$ cat config.mk
export PLATFORM = sky130hd
export DESIGN_NAME = ahtt_ctrl
export DESIGN_NICKNAME = d
export VERILOG_FILES = /design/src/rtl/ahtt_pkg.sv /design/src/rtl/ahtt_ctrl.sv
export SDC_FILE = /design/constraint.sdc
export NUM_CORES = 1
export LEC_CHECK = 0
export ABC_AREA = 1
export BUFFER_PORTS_ARGS = -buffer_cell sky130_fd_sc_hd__buf_2
export CORE_UTILIZATION = 51
export CTS_CLUSTER_SIZE = 10
export DETAILED_ROUTE_END_ITERATION = 8
export GPL_TIMING_DRIVEN = 0
export PLACE_DENSITY = 0.79
export SYNTH_ARGS = -nofsm -noshare
export SYNTH_HDL_FRONTEND = slang
export SYNTH_SLANG_ARGS = --single-unit
$ cat constraint.sdc
create_clock -name clk -period 2.7 [get_ports clk]
set_clock_uncertainty 0.05 [all_clocks]
set_input_delay 0.27 -clock clk [delete_from_list [all_inputs] [get_ports clk]]
set_output_delay 0.27 -clock clk [all_outputs]
set_load 0.05 [all_outputs]
$ cat src/rtl/ahtt_pkg.sv
// ----------------------------------------------------------------------------
// ahtt_pkg
// Shared constants and types for the address hash tracking table.
// ----------------------------------------------------------------------------
`default_nettype none

package ahtt_pkg;

  localparam int SLOTS     = 1024;
  localparam int SLOT_W    = 10;
  localparam int COUNT_W   = 11;
  localparam int SIZE_W    = 48;
  localparam int WORD_W    = 64;
  localparam int PROBE_W   = 12;
  localparam int TRY_W     = 13;
  localparam int CFG_IDX_W = 2;
  localparam int IN_W      = 256;
  localparam int OUT_W     = 192;

  localparam logic [63:0] GOLDEN = 64'h9E3779B97F4A7C15;

  localparam logic [1:0] ACT_ALLOC   = 2'd0;
  localparam logic [1:0] ACT_FREE    = 2'd1;
  localparam logic [1:0] ACT_PUBLISH = 2'd2;

  localparam logic [2:0] ST_OK          = 3'd0;
  localparam logic [2:0] ST_ALLOC_LIMIT = 3'd1;
  localparam logic [2:0] ST_ALLOC_FULL  = 3'd2;
  localparam logic [2:0] ST_FREE_LIMIT  = 3'd3;
  localparam logic [2:0] ST_FREE_NONE   = 3'd4;
  localparam logic [2:0] ST_DISABLED    = 3'd5;

  localparam logic [1:0] RPT_NONE = 2'd0;
  localparam logic [1:0] RPT_FREE = 2'd1;
  localparam logic [1:0] RPT_LIVE = 2'd2;

  localparam logic [1:0] CFG_PERSIST = 2'd0;
  localparam logic [1:0] CFG_MINSIZE = 2'd1;
  localparam logic [1:0] CFG_PROBE   = 2'd2;

  // controller -> datapath
  typedef struct packed {
    logic             load;      // capture input item
    logic             hash_mul;  // register the product
    logic             hash_fin;  // fold product to slot, start probe
    logic             rd;        // issue read at probe slot
    logic             rd_recent; // issue read at recent slot
    logic             rd_pub;    // issue read at publish slot
    logic             step;      // advance probe pointer
    logic             do_alloc;  // write entry at probe slot
    logic             do_free;   // release slot of last read
    logic             do_pub;    // publish slot of last read
    logic             set_dis;   // set disabled flag
    logic             emit;      // put result into output register
    logic [2:0]       status;
  } ahtt_cmd_t;

  // datapath -> controller
  typedef struct packed {
    logic [1:0] action;
    logic       addr_zero;
    logic       disabled;
    logic       key_empty;  // read key is zero
    logic       key_match;  // read key equals address
    logic       published;  // read slot published
    logic       over_limit; // tries > probe_limit
    logic       wrapped;    // next slot is start
    logic       out_busy;   // output register full and not draining
    logic       clearing;   // post-reset table clear in progress
  } ahtt_sts_t;

endpackage

`default_nettype wire

$ cat src/rtl/ahtt_ctrl.sv
// ----------------------------------------------------------------------------
// ahtt_ctrl
// Sequencer for hash, probe, update and result of one transaction.
// ----------------------------------------------------------------------------
`default_nettype none

module ahtt_ctrl (
  input  wire logic                clk,
  input  wire logic                rst,
  input  wire logic                in_valid,
  output logic                     in_ready,
  input  wire ahtt_pkg::ahtt_sts_t sts,
  output ahtt_pkg::ahtt_cmd_t      cmd
);
  import ahtt_pkg::*;

  typedef enum logic [3:0] {
    S_IDLE, S_DECODE, S_HASH, S_FOLD, S_RD, S_CHK, S_RREC, S_CREC,
    S_RPUB, S_CPUB, S_EMIT
  } state_t;

  state_t     state, state_next;
  logic [2:0] status, status_next;
  ahtt_cmd_t  c;

  assign in_ready = (state == S_IDLE) && !sts.clearing;

  always_comb begin
    c = '0;
    state_next  = state;
    status_next = status;
    case (state)
      S_IDLE: begin
        if (in_valid && !sts.clearing) begin
          c.load = 1'b1;
          state_next = S_DECODE;
        end
      end
      S_DECODE: begin
        status_next = ST_OK;
        if (sts.action == ACT_PUBLISH) begin
          c.rd_pub = 1'b1;
          state_next = S_CPUB;
        end else if (sts.action == ACT_ALLOC || sts.action == ACT_FREE) begin
          if (sts.disabled) begin
            status_next = ST_DISABLED;
            state_next = S_EMIT;
          end else if (sts.addr_zero) begin
            state_next = S_EMIT;
          end else begin
            c.hash_mul = 1'b1;
            state_next = (sts.action == ACT_FREE) ? S_RREC : S_HASH;
          end
        end else begin
          state_next = S_EMIT;
        end
      end
      S_RREC: begin
        c.rd_recent = 1'b1;
        state_next = S_CREC;
      end
      S_CREC: begin
        if (sts.key_match) begin
          if (!sts.out_busy) begin
            c.do_free = 1'b1;
            c.emit = 1'b1;
            state_next = S_IDLE;
          end
        end else begin
          state_next = S_HASH;
        end
      end
      S_HASH: begin
        c.hash_fin = 1'b1;
        state_next = S_RD;
      end
      S_FOLD: begin
        c.step = 1'b1;
        state_next = S_RD;
      end
      S_RD: begin
        c.rd = 1'b1;
        state_next = S_CHK;
      end
      S_CHK: begin
        if (sts.action == ACT_ALLOC && sts.key_empty) begin
          if (!sts.out_busy) begin
            c.do_alloc = 1'b1;
            c.emit = 1'b1;
            state_next = S_IDLE;
          end
        end else if (sts.action == ACT_FREE && sts.key_match) begin
          if (!sts.out_busy) begin
            c.do_free = 1'b1;
            c.emit = 1'b1;
            state_next = S_IDLE;
          end
        end else if (sts.over_limit) begin
          status_next = (sts.action == ACT_ALLOC) ? ST_ALLOC_LIMIT : ST_FREE_LIMIT;
          state_next = S_EMIT;
        end else if (sts.wrapped) begin
          if (sts.action == ACT_ALLOC) begin
            status_next = ST_ALLOC_FULL;
            c.set_dis = 1'b1;
          end else begin
            status_next = ST_FREE_NONE;
          end
          state_next = S_EMIT;
        end else begin
          state_next = S_FOLD;
        end
      end
      S_RPUB: state_next = S_CPUB;
      S_CPUB: begin
        if (!sts.out_busy) begin
          c.do_pub = !sts.key_empty && !sts.published;
          c.emit = 1'b1;
          state_next = S_IDLE;
        end
      end
      S_EMIT: begin
        if (!sts.out_busy) begin
          c.emit = 1'b1;
          state_next = S_IDLE;
        end
      end
      default: state_next = S_IDLE;
    endcase
    c.status = status_next;
  end

  assign cmd = c;

  always_ff @(posedge clk) begin
    if (rst) begin
      state  <= S_IDLE;
      status <= ST_OK;
    end else begin
      state  <= state_next;
      status <= status_next;
    end
  end

endmodule

`default_nettype wire

==> run_results.csv <==
group,metric,value,unit
global_route,met1_usage,35.3,%
timing,setup_viol,0,
global_route,grt_pass1_vias,738,
die,placementRows,13,
timing,slew_headroom,78.0,%
routing,drcViolationCount,0,
routing,wire_per_inst,11.1,um
global_route,antenna_found_initial,0,
logic_synthesis,synth_fa_ha_area_share,0,%
layout,mostFrequentLayoutCells,"nand2_1, nor2_1, buf_2",
layout,final_util,71.7,%
logic_synthesis,ys_warn_count,0,
global_route,grt_usage,27.5,%
die,coreArea,0.00137,sq mm
pwr,power_density,817,mW/mm^2
logic_synthesis,synth-compound-area-share,8.08,%
clocking,hold_buffers,0,
routing,drt.antenna.violating_nets,0,
placement,gp_congestion,0.860,
flow_run,maxCapViolations,0,
clocking,numCtsBuffers,3,
logic_synthesis,synth-seq-area-share,17.7,%
timing,slew_violations,0,
global_route,grt_first_pass_wirelength,2.97,mm
layout,final_layout_size_suffix_gt1_share,29.9,%
timing,fin_crit,1990,ps
die,chipWidth,41.3,um
logic_synthesis,synth-seq-cells,7,
timing,setup_tns,0,ps
logic_synthesis,avgSynthCellArea,5.48,sq um
clocking,path_clk_slew,50,ps
clocking,cts_buffer_depth,2,
critical_path,cp-end-kind,"output port",
logic_synthesis,synth_cell_types,21,
critical_path,cp_max_fo,8,
logic_synthesis,synth-simple-area-share,64.2,%
logic_synthesis,synth_top_family_by_area,"simple AND/OR/NAND/NOR gates",
routing,via_per_inst,5.18,
critical_path,crit_chain,"nand2_2 -> nor2_8 -> nand3_1 -> nor2_1 -> nor2_1 -> inv_1 -> buf_2",
critical_path,critical_path.top_delay_family,"simple AND/OR/NAND/NOR gates",
die,start_util,57.8,%
timing,layout_worst_path_cycle_share,73.8,%
outcome,status,"finished clean",
clocking,cts.sinks,7,
critical_path,criticalPathCategory,"flop to output port",
layout,syn2layout_area_growth,24.1,%
clocking,cts.htree.levels,1,
global_route,grt_overflow,0,
critical_path,cp_num_buf_inv,2,
timing,tightest_slew,329,ps
routing,drt-pass1-iter-count,4,
layout,final_nets,192,
logic_synthesis,syn_nets,158,
clocking,worst_skew_pair.late_latency,240,ps
placement,pre_cts_ws,976,ps
logic_synthesis,synth_area,790,sq um
clocking,cts_tree,"yes",
routing,dr.first_iter.drc_count,34,
global_route,grt_max_degree,9,
pwr,leakagePower,0.569,nW
critical_path,reg2reg_slack,1340,ps
clocking,clockRootBuffer,"clkbuf_4",
routing,vias,995,
critical_path,crit_top_cell,"nor2_1",
die,die-area,0.00171,sq mm
global_route,met3_usage,3.19,%
layout,diodes,0,
critical_path,critical_path.slowest_cell,"dfxtp_1",
pwr,vdd.ir_drop.worst,0.513,mV
placement,dp_hpwl,1.75,mm
critical_path,critPathLaunchType,"flop",
timing,finalHoldViolCount,0,
clocking,post_cts_resized,0,
timing,grt_setup_unrepaired,"no",
critical_path,max_stage_delay,470,ps
timing,setup_slack,708,ps
critical_path,required,2380,ps
layout,final_common_cell,"nand2_1",
logic_synthesis,syn_inst,144,
global_route,use_met2,46.1,%
clocking,cts_setup_buffers,0,
logic_synthesis,synthMuxAreaShare,0,%
worst_hold_path,hold_path_class,"primary input to flop",
timing,fmax,0.502,GHz
die,io_pins,30,
timing,holdWs,221,ps
placement,io_buffers,29,
logic_synthesis,synth_xor_area_share,0,%
die,die-height,41.3,um
critical_path,worstPathArrival,1670,ps
global_route,grt-busiest-layer,"met2",
routing,routed_wl,2.13,mm
[layer usage]
layer  vias up  routed length (um)
met4         0                   0
met1       434                 936
li1        521                   -
met5         -                   0
met2        40                1040
met3         0                 160
[stage by stage]
stage | cells | cell area (sq um) | power (mW)
after floorplan | 144 | 790 | 0.586
after global placement | 188 | 953 | 0.697
after detailed placement | 188 | 953 | 0.705
after CTS | 192 | 980 | 0.799
after global routing | 192 | 980 | 0.858
final | 192 | 980 | 0.800
[path summary, 6_finish.rpt]
path                                 from         to  cells after the start
worst max-delay path             state[0]     cmd[1]                      7
worst min-delay path                  rst  status[2]                      2
worst max register to register   state[0]  status[2]                      7
worst min register to register  status[0]  status[0]                      4
[logic make-up (layout without fill, tap and decap cells)]
group / after synthesis / count (layout)
and+or+nand+nor: 104 / 104
AOI/OAI and AO/OA: 12 / 12
DFF: 7 / 7
buffers and inverters: 21 / 54
[worst reg2reg max path: stages (launching register included)]
cell	delay [ps]
dfxtp_1	470
inv_2	140
nor2_4	160
nand2_1	110
nand2_1	70
nand2_1	50
nor2_1	140
a21oi_1	80
[layout make-up]
| class | count | area [sq um] |
|---|---|---|
| clock buffer | 4 | 26.3 |
| fill | 130 | 387 |
| inverter | 21 | 78.8 |
| multi-input combinational | 116 | 571 |
| sequential | 7 | 140 |
| tap | 15 | 18.8 |
| timing repair buffer | 29 | 145 |
[power breakdown]
part	total, mW	leakage [nW]	internal, mW	switching [mW]
clock network	0.0897	0.0150	0.0561	0.0336
registers	0.172	0.0570	0.130	0.0418
logic	0.539	0.497	0.141	0.398
total	0.800	0.569	0.327	0.474
[registers in the layout, indices dropped and copies added (netlist names)]
register / cells
state: 4
status: 3
[synth_stat cells]
library cell,instances,share of area (%)
nand2_1,36,17
nor2_1,33,16
inv_1,17,8.1
nand3_1,11,7.0
dfxtp_1,7,18
nand2_2,7,5.5
a21oi_1,4,2.5
inv_2,4,1.9
nand4_1,4,3.2
nor2_4,3,4.3
o21ai_0,3,1.9
o21ai_1,3,1.9
nand3_2,2,2.5
nor2_2,2,1.6
nor3_1,2,1.3
a31oi_1,1,0.79
nand2_4,1,1.4
nor2_8,1,2.5
nor3_2,1,1.3
nor4_1,1,0.79
o21a_1,1,0.95
(Power assumes the default switching activity.)
